[config.mk]
export PLATFORM = sky130hd
export DESIGN_NAME = sorted_list_table_unit
export DESIGN_NICKNAME = d
export VERILOG_FILES = /design/src/hw/rtl/slt_pkg.sv /design/src/hw/rtl/slt_front.sv /design/src/hw/rtl/slt_queue.sv /design/src/hw/rtl/slt_back.sv /design/src/hw/rtl/sorted_list_table_unit.sv
export SDC_FILE = /design/constraint.sdc
export NUM_CORES = 2
export LEC_CHECK = 0
export ABC_AREA = 1
export BUFFER_PORTS_ARGS = -buffer_cell sky130_fd_sc_hd__buf_2
export CAP_MARGIN = 40
export CORE_MARGIN = 2
export CORE_UTILIZATION = 59
export DETAILED_ROUTE_END_ITERATION = 8
export PLACE_DENSITY_LB_ADDON = 0.15
export SLEW_MARGIN = 10
export SYNTH_ARGS = -nofsm -noshare
export SYNTH_HDL_FRONTEND = slang
export SYNTH_HIERARCHICAL = 1
export SYNTH_SLANG_ARGS = --single-unit
[constraint.sdc]
create_clock -name clk -period 7.7 [get_ports clk]
set_input_delay 0.385 -clock clk [delete_from_list [all_inputs] [get_ports clk]]
set_output_delay 0.385 -clock clk [all_outputs]
set_load 0.01 [all_outputs]
[src/hw/rtl/slt_pkg.sv]
// types and codes shared by the sorted list table
`timescale 1ns / 1ps

package slt_pkg;

  typedef enum logic [1:0] {
    ACT_INSERT  = 2'd0,
    ACT_DEL_POS = 2'd1,
    ACT_SEARCH  = 2'd2,
    ACT_DEL_KEY = 2'd3
  } action_t;

  localparam logic [1:0] ST_DONE = 2'd0;
  localparam logic [1:0] ST_MISS = 2'd1;
  localparam logic [1:0] ST_FULL = 2'd2;

  typedef struct packed {
    logic [1:0]         action;
    logic signed [31:0] value;
    logic [4:0]         position;
  } in_word_t;

  typedef struct packed {
    logic [1:0]         status;
    logic [4:0]         found_position;
    logic signed [31:0] removed_value;
  } out_word_t;

  // classified request as held in the queue
  typedef struct packed {
    action_t            op;
    logic signed [31:0] value;
    logic [4:0]         pidx;
  } cmd_t;

  typedef struct packed {
    logic full;
    logic empty;
  } q_status_t;

endpackage

[src/hw/rtl/slt_front.sv]
// request intake: accepts words, classifies them and hands them to the queue
`timescale 1ns / 1ps

module slt_front
  import slt_pkg::*;
(
  input  logic      clk,
  input  logic      rst_n,
  input  logic      start,
  output logic      busy,
  input  in_word_t  in_word,
  input  q_status_t q_status,
  output logic      push,
  output cmd_t      push_cmd
);

  logic hold_valid_r, hold_valid_nxt;
  cmd_t hold_cmd_r, hold_cmd_nxt;
  logic take;

  assign push     = hold_valid_r && !q_status.full;
  assign push_cmd = hold_cmd_r;
  assign busy     = hold_valid_r && q_status.full;
  assign take     = start && !busy;

  always_comb begin
    hold_valid_nxt = hold_valid_r;
    hold_cmd_nxt   = hold_cmd_r;
    if (push) begin
      hold_valid_nxt = 1'b0;
    end
    if (take) begin
      hold_valid_nxt     = 1'b1;
      hold_cmd_nxt.op    = action_t'(in_word.action);
      hold_cmd_nxt.value = in_word.value;
      // position zero acts as the first position
      hold_cmd_nxt.pidx  = (in_word.position == 5'd0) ? 5'd0 : in_word.position - 5'd1;
    end
  end

  always_ff @(posedge clk) begin
    if (!rst_n) begin
      hold_valid_r <= 1'b0;
    end else begin
      hold_valid_r <= hold_valid_nxt;
    end
    hold_cmd_r <= hold_cmd_nxt;
  end

endmodule

[src/hw/rtl/slt_queue.sv]
// two-entry queue between intake and execution
`timescale 1ns / 1ps

module slt_queue
  import slt_pkg::*;
(
  input  logic      clk,
  input  logic      rst_n,
  input  logic      push,
  input  cmd_t      push_cmd,
  input  logic      pop,
  output cmd_t      head,
  output q_status_t q_status
);

  cmd_t       slot_r [2];
  logic       wr_ptr_r, wr_ptr_nxt;
  logic       rd_ptr_r, rd_ptr_nxt;
  logic [1:0] cnt_r, cnt_nxt;

  assign head           = slot_r[rd_ptr_r];
  assign q_status.full  = (cnt_r == 2'd2);
  assign q_status.empty = (cnt_r == 2'd0);

  always_comb begin
    wr_ptr_nxt = push ? ~wr_ptr_r : wr_ptr_r;
    rd_ptr_nxt = pop ? ~rd_ptr_r : rd_ptr_r;
    cnt_nxt    = cnt_r + {1'b0, push} - {1'b0, pop};
  end

  always_ff @(posedge clk) begin
    if (!rst_n) begin
      wr_ptr_r <= 1'b0;
      rd_ptr_r <= 1'b0;
      cnt_r    <= 2'd0;
    end else begin
      wr_ptr_r <= wr_ptr_nxt;
      rd_ptr_r <= rd_ptr_nxt;
      cnt_r    <= cnt_nxt;
    end
    if (push) begin
      slot_r[wr_ptr_r] <= push_cmd;
    end
  end

endmodule

[src/hw/rtl/slt_back.sv]
// execution: row of entry cells with per-cell compare and shift
`timescale 1ns / 1ps

module slt_back
  import slt_pkg::*;
#(
  parameter int DEPTH = 16
) (
  input  logic      clk,
  input  logic      rst_n,
  input  cmd_t      head,
  input  q_status_t q_status,
  output logic      pop,
  output logic      out_valid,
  output out_word_t out_word
);

  localparam int CW = $clog2(DEPTH + 1);
  localparam int PW = (CW > 5) ? CW : 5;

  typedef enum logic [1:0] {
    S_IDLE  = 2'b01,
    S_APPLY = 2'b10
  } state_t;

  state_t                    state_r, state_nxt;
  logic signed [31:0]        entry_r [DEPTH];
  logic signed [31:0]        entry_nxt [DEPTH];
  logic [CW-1:0]             count_r, count_nxt;
  cmd_t                      cmd_r;
  logic [DEPTH-1:0]          ge_r, eq_r, ge_w, eq_w;
  logic                      out_valid_r;
  out_word_t                 out_word_r, out_word_nxt;

  logic                      full, hit, pos_ok;
  logic [DEPTH-1:0]          first;
  logic [CW-1:0]             fpos;
  logic signed [31:0]        pos_val;

  assign pop       = (state_r == S_IDLE) && !q_status.empty;
  assign out_valid = out_valid_r;
  assign out_word  = out_word_r;

  // compare every valid cell against the key of the waiting word
  always_comb begin
    for (int i = 0; i < DEPTH; i++) begin
      ge_w[i] = (CW'(i) < count_r) && (entry_r[i] >= head.value);
      eq_w[i] = (CW'(i) < count_r) && (entry_r[i] == head.value);
    end
  end

  always_comb begin
    full   = (count_r >= CW'(DEPTH));
    hit    = |eq_r;
    pos_ok = PW'(cmd_r.pidx) < PW'(count_r);
    fpos   = '0;
    pos_val = '0;
    for (int i = 0; i < DEPTH; i++) begin
      first[i] = eq_r[i] && ((i == 0) ? 1'b1 : !eq_r[(i == 0) ? 0 : i - 1]);
      if (first[i]) begin
        fpos = fpos | CW'(i + 1);
      end
      if (PW'(cmd_r.pidx) == PW'(i)) begin
        pos_val = pos_val | entry_r[i];
      end
    end
  end

  always_comb begin
    state_nxt    = state_r;
    count_nxt    = count_r;
    out_word_nxt = out_word_r;
    for (int i = 0; i < DEPTH; i++) begin
      entry_nxt[i] = entry_r[i];
    end
    case (state_r)
      S_IDLE: begin
        if (!q_status.empty) begin
          state_nxt = S_APPLY;
        end
      end
      S_APPLY: begin
        state_nxt                   = S_IDLE;
        out_word_nxt.status         = ST_DONE;
        out_word_nxt.found_position = '0;
        out_word_nxt.removed_value  = '0;
        case (cmd_r.op)
          ACT_INSERT: begin
            if (full) begin
              out_word_nxt.status = ST_FULL;
            end else begin
              count_nxt = count_r + CW'(1);
              for (int i = 0; i < DEPTH; i++) begin
                if (i > 0 && ge_r[(i == 0) ? 0 : i - 1]) begin
                  entry_nxt[i] = entry_r[(i == 0) ? 0 : i - 1];
                end else if (ge_r[i] || CW'(i) == count_r) begin
                  entry_nxt[i] = cmd_r.value;
                end
              end
            end
          end
          ACT_DEL_POS: begin
            if (!pos_ok) begin
              out_word_nxt.status = ST_MISS;
            end else begin
              count_nxt                  = count_r - CW'(1);
              out_word_nxt.removed_value = pos_val;
              for (int i = 0; i < DEPTH - 1; i++) begin
                if (PW'(i) >= PW'(cmd_r.pidx)) begin
                  entry_nxt[i] = entry_r[i + 1];
                end
              end
            end
          end
          ACT_SEARCH: begin
            if (!hit) begin
              out_word_nxt.status = ST_MISS;
            end else begin
              out_word_nxt.found_position = 5'(fpos);
            end
          end
          ACT_DEL_KEY: begin
            if (!hit) begin
              out_word_nxt.status = ST_MISS;
            end else begin
              count_nxt                  = count_r - CW'(1);
              out_word_nxt.removed_value = cmd_r.value;
              for (int i = 0; i < DEPTH - 1; i++) begin
                if (ge_r[i]) begin
                  entry_nxt[i] = entry_r[i + 1];
                end
              end
            end
          end
          default: begin
            out_word_nxt.status = ST_MISS;
          end
        endcase
      end
      default: begin
        state_nxt = S_IDLE;
      end
    endcase
  end

  always_ff @(posedge clk) begin
    if (!rst_n) begin
      state_r     <= S_IDLE;
      count_r     <= '0;
      out_valid_r <= 1'b0;
    end else begin
      state_r     <= state_nxt;
      count_r     <= count_nxt;
      out_valid_r <= (state_r == S_APPLY);
    end
    out_word_r <= out_word_nxt;
    for (int i = 0; i < DEPTH; i++) begin
      entry_r[i] <= entry_nxt[i];
    end
    if (pop) begin
      cmd_r <= head;
      ge_r  <= ge_w;
      eq_r  <= eq_w;
    end
  end

endmodule

[src/hw/rtl/sorted_list_table_unit.sv]
// top level of the sorted list table
`timescale 1ns / 1ps
//
// keeps up to DEPTH signed values in ascending order; one result word per request
// input: a word is taken at a rising edge with start high and busy low
//   in_word carries action, value and position
// output: out_valid is high for exactly one cycle with the result in out_word;
//   the receiver cannot stall, so results never back up
// intake registers the word and passes it into a two-entry queue; execution
//   compares every cell against the key as it takes the word from the queue,
//   registers the outcome, then shifts the row of cells and forms the result
// an accepted word passes through the intake hold register, a queue slot, the
//   command and compare registers and the result register before out_valid;
//   execution takes the next request only after the apply step of the last one
// busy rises only when the queue is full and a word is still held at intake
// reset: synchronous, active low; the table comes up empty, the queue empty,
//   and no result is pending
//
module sorted_list_table_unit
  import slt_pkg::*;
#(
  parameter int DEPTH = 16
) (
  input  logic      clk,
  input  logic      rst_n,
  input  logic      start,
  output logic      busy,
  input  in_word_t  in_word,
  output logic      out_valid,
  output out_word_t out_word
);

  q_status_t q_status;
  logic      push, pop;
  cmd_t      push_cmd, head;

  slt_front u_front (
    .clk      (clk),
    .rst_n    (rst_n),
    .start    (start),
    .busy     (busy),
    .in_word  (in_word),
    .q_status (q_status),
    .push     (push),
    .push_cmd (push_cmd)
  );

  slt_queue u_queue (
    .clk      (clk),
    .rst_n    (rst_n),
    .push     (push),
    .push_cmd (push_cmd),
    .pop      (pop),
    .head     (head),
    .q_status (q_status)
  );

  slt_back #(
    .DEPTH (DEPTH)
  ) u_back (
    .clk       (clk),
    .rst_n     (rst_n),
    .head      (head),
    .q_status  (q_status),
    .pop       (pop),
    .out_valid (out_valid),
    .out_word  (out_word)
  );

endmodule
==> results by stage <==
Floorplanning:
- The area of the core is around 84000 sq um.
- The height of the die is between 200 and 300 um.
- The area of the die is ~87000 sq um.
- The effective utilization at floorplan is around three fifths.
- 83 I/O pins were placed.
- After floorplanning, the core was divided into about 110 placement rows.
- The die is about 290 um wide.

Global route:
- For this run, global-route usage on met3 was measured as 19.3%.
- For this run, global-route usage on met2 was measured as 65.7%.
- After global routing the overflow that remains totals 0.
- The number of antenna violations at the first check in global routing is 7.
- The highest-utilization routing layer at the global route stage is met2.
- Global routing consumed, on the met1 layer, between 60% and 70% of the routing resources.
- The pin count of the biggest net entering global routing is 246.
- The wire length of the first global-routing pass is between 200000 and 300000 um.
- The via count of the first global-routing pass was about 44000.
- The global routing usage summed across all routing layers is a little under half.

Route:
- The routed layout has between 40000 and 50000 vias.
- The detailed-route wire length is ~210000 um.
- The remaining design rule violation count is 11.
- The first TritonRoute pass finished after 9 iterations.
- In the final routed layout, each cell accounts on average for ~30 um.
- After the first detailed-routing iteration, the DRC count stood at around 8000.
- The remaining antenna violation count after routing is 0.
- In the routed layout, each cell is associated on average with a via count of between 6 and 7.

Placed design:
- The post-detailed-placement half-perimeter wirelength is 144000 um.
- The final RePlAce weighted congestion is around 1.1.
- During placement, the flow inserted port buffers numbering between 80 and 90.
- The placement-stage worst setup slack is ~3.5 ns.

Clock tree:
- The clock tree root driver cell is clkbuf_16.
- The maximum count of clock buffers along a single path is 3.
- The number of clock buffers added by TritonCTS is between 80 and 90.
- The clock sink count is roughly 750.
- Once the clock tree was built, the resizer swapped 0 gates to a different size.
- CTS built an H-tree with a depth of 3.
- The TritonCTS clock tree is done.
- For the worst-skew pair, the clock arrives at the later sink with an insertion delay of a little under 0.7 ns.
- The number of buffers inserted by hold repair at cts is 34.
- After clock tree synthesis, the setup repair step added 0 buffers.
- After clock tree synthesis, the clock-pin slew on the worst setup and hold paths is around 0.060 ns.

Yosys:
- Counting flops with a built-in enable in the synthesized netlist gives 739.
- After synthesis, the cell types taking the most area are edfxtp_1, ha_1, o21ai_0.
- Of all flip-flops after synthesis, the portion carrying an async set or reset was 0%.
- The average size of a mapped cell is ~8.7 sq um.
- The post-synthesis instance area is around 50000 sq um.
- For this run, the register share of the synthesized area comes to 45.2%.
- The count of unique library cells instantiated by Yosys is 48.
- The fraction of synthesized cell area taken by the top area cell type is 44.6%.
- The leading area contributor after synthesis is edfxtp_1.
- After technology mapping, the gate count stands at ~5700.
- For this run, the leading register cell type out of synthesis is edfxtp_1.
- In this run, synthesis produced a sequential element count of approximately 750.
- The synthesized net count is 6277.
- Yosys printed 6 warnings.

Min path:
- The classification of the worst-slack hold path is input port to register.
- The worst hold path was traced through 3 stages.

STA:
- Subtracting the final worst setup slack from the clock period gives between 4 and 5 ns.
- Setup repair after global routing left no endpoint under its margin.
- The final-report max-slew violation count is 0.
- The number of hold violations in the final report is 0.
- The total of endpoints with negative setup slack in the final report is 0.
- The total negative slack is 0 ns.
- For the pin with the worst max-slew slack, the measured transition is around 1.4 ns.
- The post-route clock skew is about 0.042 ns.
- Of the available clock period, the critical path in the final layout requires between 50 and 60%.
- Across all setup checks in the final design, the least slack found is 3.34 ns.
- The worst relative slew slack is under 10%.
- The highest achievable clock rate is ~0.23 GHz.

Power and ir drop:
- The peak ir drop on the vdd network is 497 uV.
- The leakage dissipation is roughly 23 nW.
- The power density normalized to cell area is 356 nW/um^2.

Final layout:
- After the last flow step, the layout net total stands at approximately 6300.
- Cells with a size suffix above 1 make up 7.25% of the layout.
- Fill cells in the final layout number about 7000.
- The layout overhead on the synthesized area is 10.3%.

Job:
- Across the run, the number of max-cap violations was 0.

Run status:
- The final reports fail on DRC.
- The flow ran to the end, but the final reports show violations.

Worst setup path:
- STA classifies the critical path startpoint as a register.
- Counting cells, the worst reg-to-reg path comes to 12.
- Data on the critical path is required at its endpoint by 8.11 ns.
- The start-to-end type of the worst setup path is register to register.
- The maximum fanout along the worst path is 24.
- The type of destination of the critical path is a register.
- Data on the critical path arrives at its endpoint at between 4 and 5 ns.
[report_power, final]
group	total (mW)	internal, mW	switching (mW)
clock	4.32	2.48	1.84
combinational	9.19	2.56	6.63
sequential	6.02	5.46	0.560
[cells in the mapped netlist (all sizes together) (14+ instances only)]
cell,instances
nand3,83
buf,73
nand4,82
nand2,699
o22ai,254
mux2,39
nor2,328
a21oi,711
o21a,35
inv,755
ha,524
nor4,17
dfxtp,14
o21ai,1028
edfxtp,739
clkbuf,229
o21bai,14
nor3,28
[worst max-delay path, stage by stage, from the launching register on]
cell     delay, ns
dfxtp_2       0.64
buf_4         0.41
mux2_2        0.40
inv_1         0.61
ha_1          0.38
a21oi_1       0.18
o21ai_0       0.17
a21oi_1       0.45
nand3_1       0.36
nand2_1       0.19
nand3_1       0.08
nand3_1       0.11
nand2_1       0.07
[cells by family after synthesis]
kind of cell | count (synthesis) | share of synthesized area, %
xor gates and xnor gates | 7 | 0.123
and+or+nand+nor | 1254 | 10.4
buffers and inverters | 1061 | 8.25
DFF | 753 | 45.2
muxes | 39 | 0.958
adders and majority gates | 524 | 13.2
AOI/OAI and AO/OA | 2073 | 21.9
[through the flow]
stage | util (%) | instances | hold WS, ns | total power [mW] | cell area (sq um)
2_1_floorplan | - | 5711 | 0.421 | 11.3 | 49800
3_3_place_gp | 61.3 | 6662 | 0.423 | 14.3 | 51200
3_5_place_dp | 61.7 | 6681 | 0.431 | 14.6 | 51600
4_1_cts | 65.6 | 6870 | 0.0233 | 18.9 | 54900
5_1_grt | 65.7 | 6872 | 0.0554 | 20.2 | 54900
6_report | 65.7 | 6875 | 0.0436 | 19.5 | 54900
[flip-flops by register name (all words and copies together) (netlist names), named ones only]
register,cells
u_queue/wr_ptr_r,1
u_back/ge_r,16
u_back/out_word,39
u_back/entry_r,512
u_back/count_r,5
u_back/cmd_r,39
u_queue/cnt_r,2
u_queue/slot_r,78
u_queue/rd_ptr_r,1
u_back/eq_r,16
u_front/hold_valid_r,1
u_back/state_r,2
u_front/push_cmd,39
u_back/out_valid,1
[routing by layer]
metal  part of all wire (%)  wire, um
met5                   0.12       250
met2                     39     81600
met4                    8.4     17600
met1                     35     72800
met3                     18     36600
[cell usage in the layout, fill, tap and decap left out, types with 35 or more instances in the layout]
cell type  netlist  layout
buf_2           44      87
nand3_1         81      74
o22ai_1        254     254
inv_1          747     745
o21ai_0       1010    1010
edfxtp_1       739     739
nor2_1         321     315
o21a_1          35      35
nand2_1        699     694
buf_4            5      89
nand4_1         82      82
ha_1           524     524
clkbuf_16        0      89
a21oi_1        711     710
[worst paths after layout]
kind	slack (ns)	endpoint	startpoint
hold reg to reg	0.44	u_queue/slot_r[0][13]$_DFFE_PP_	u_front/push_cmd[13]$_DFFE_PP_
setup reg to reg	3.34	u_back/ge_r[3]$_DFFE_PP_	register
setup / recovery	3.34	u_back/ge_r[3]$_DFFE_PP_	register
hold / removal	0.04	u_front/hold_valid_r$_SDFFE_PN0P_	start
[area by class of cell]
class                           instances  area [sq um]  share of cell area, %
Inverter                              759          2860                   5.22
Antenna cell                            3          7.51                 0.0137
Timing Repair Buffer                  228          1830                   3.33
Tap cell                             1080          1350                   2.46
Clock inverter                         51           592                   1.08
Sequential cell                       753         22500                   41.0
Multi-Input combinational cell       3897         23400                   42.7
Clock buffer                          104          2330                   4.25
Power figures use the tool's default switching activity.
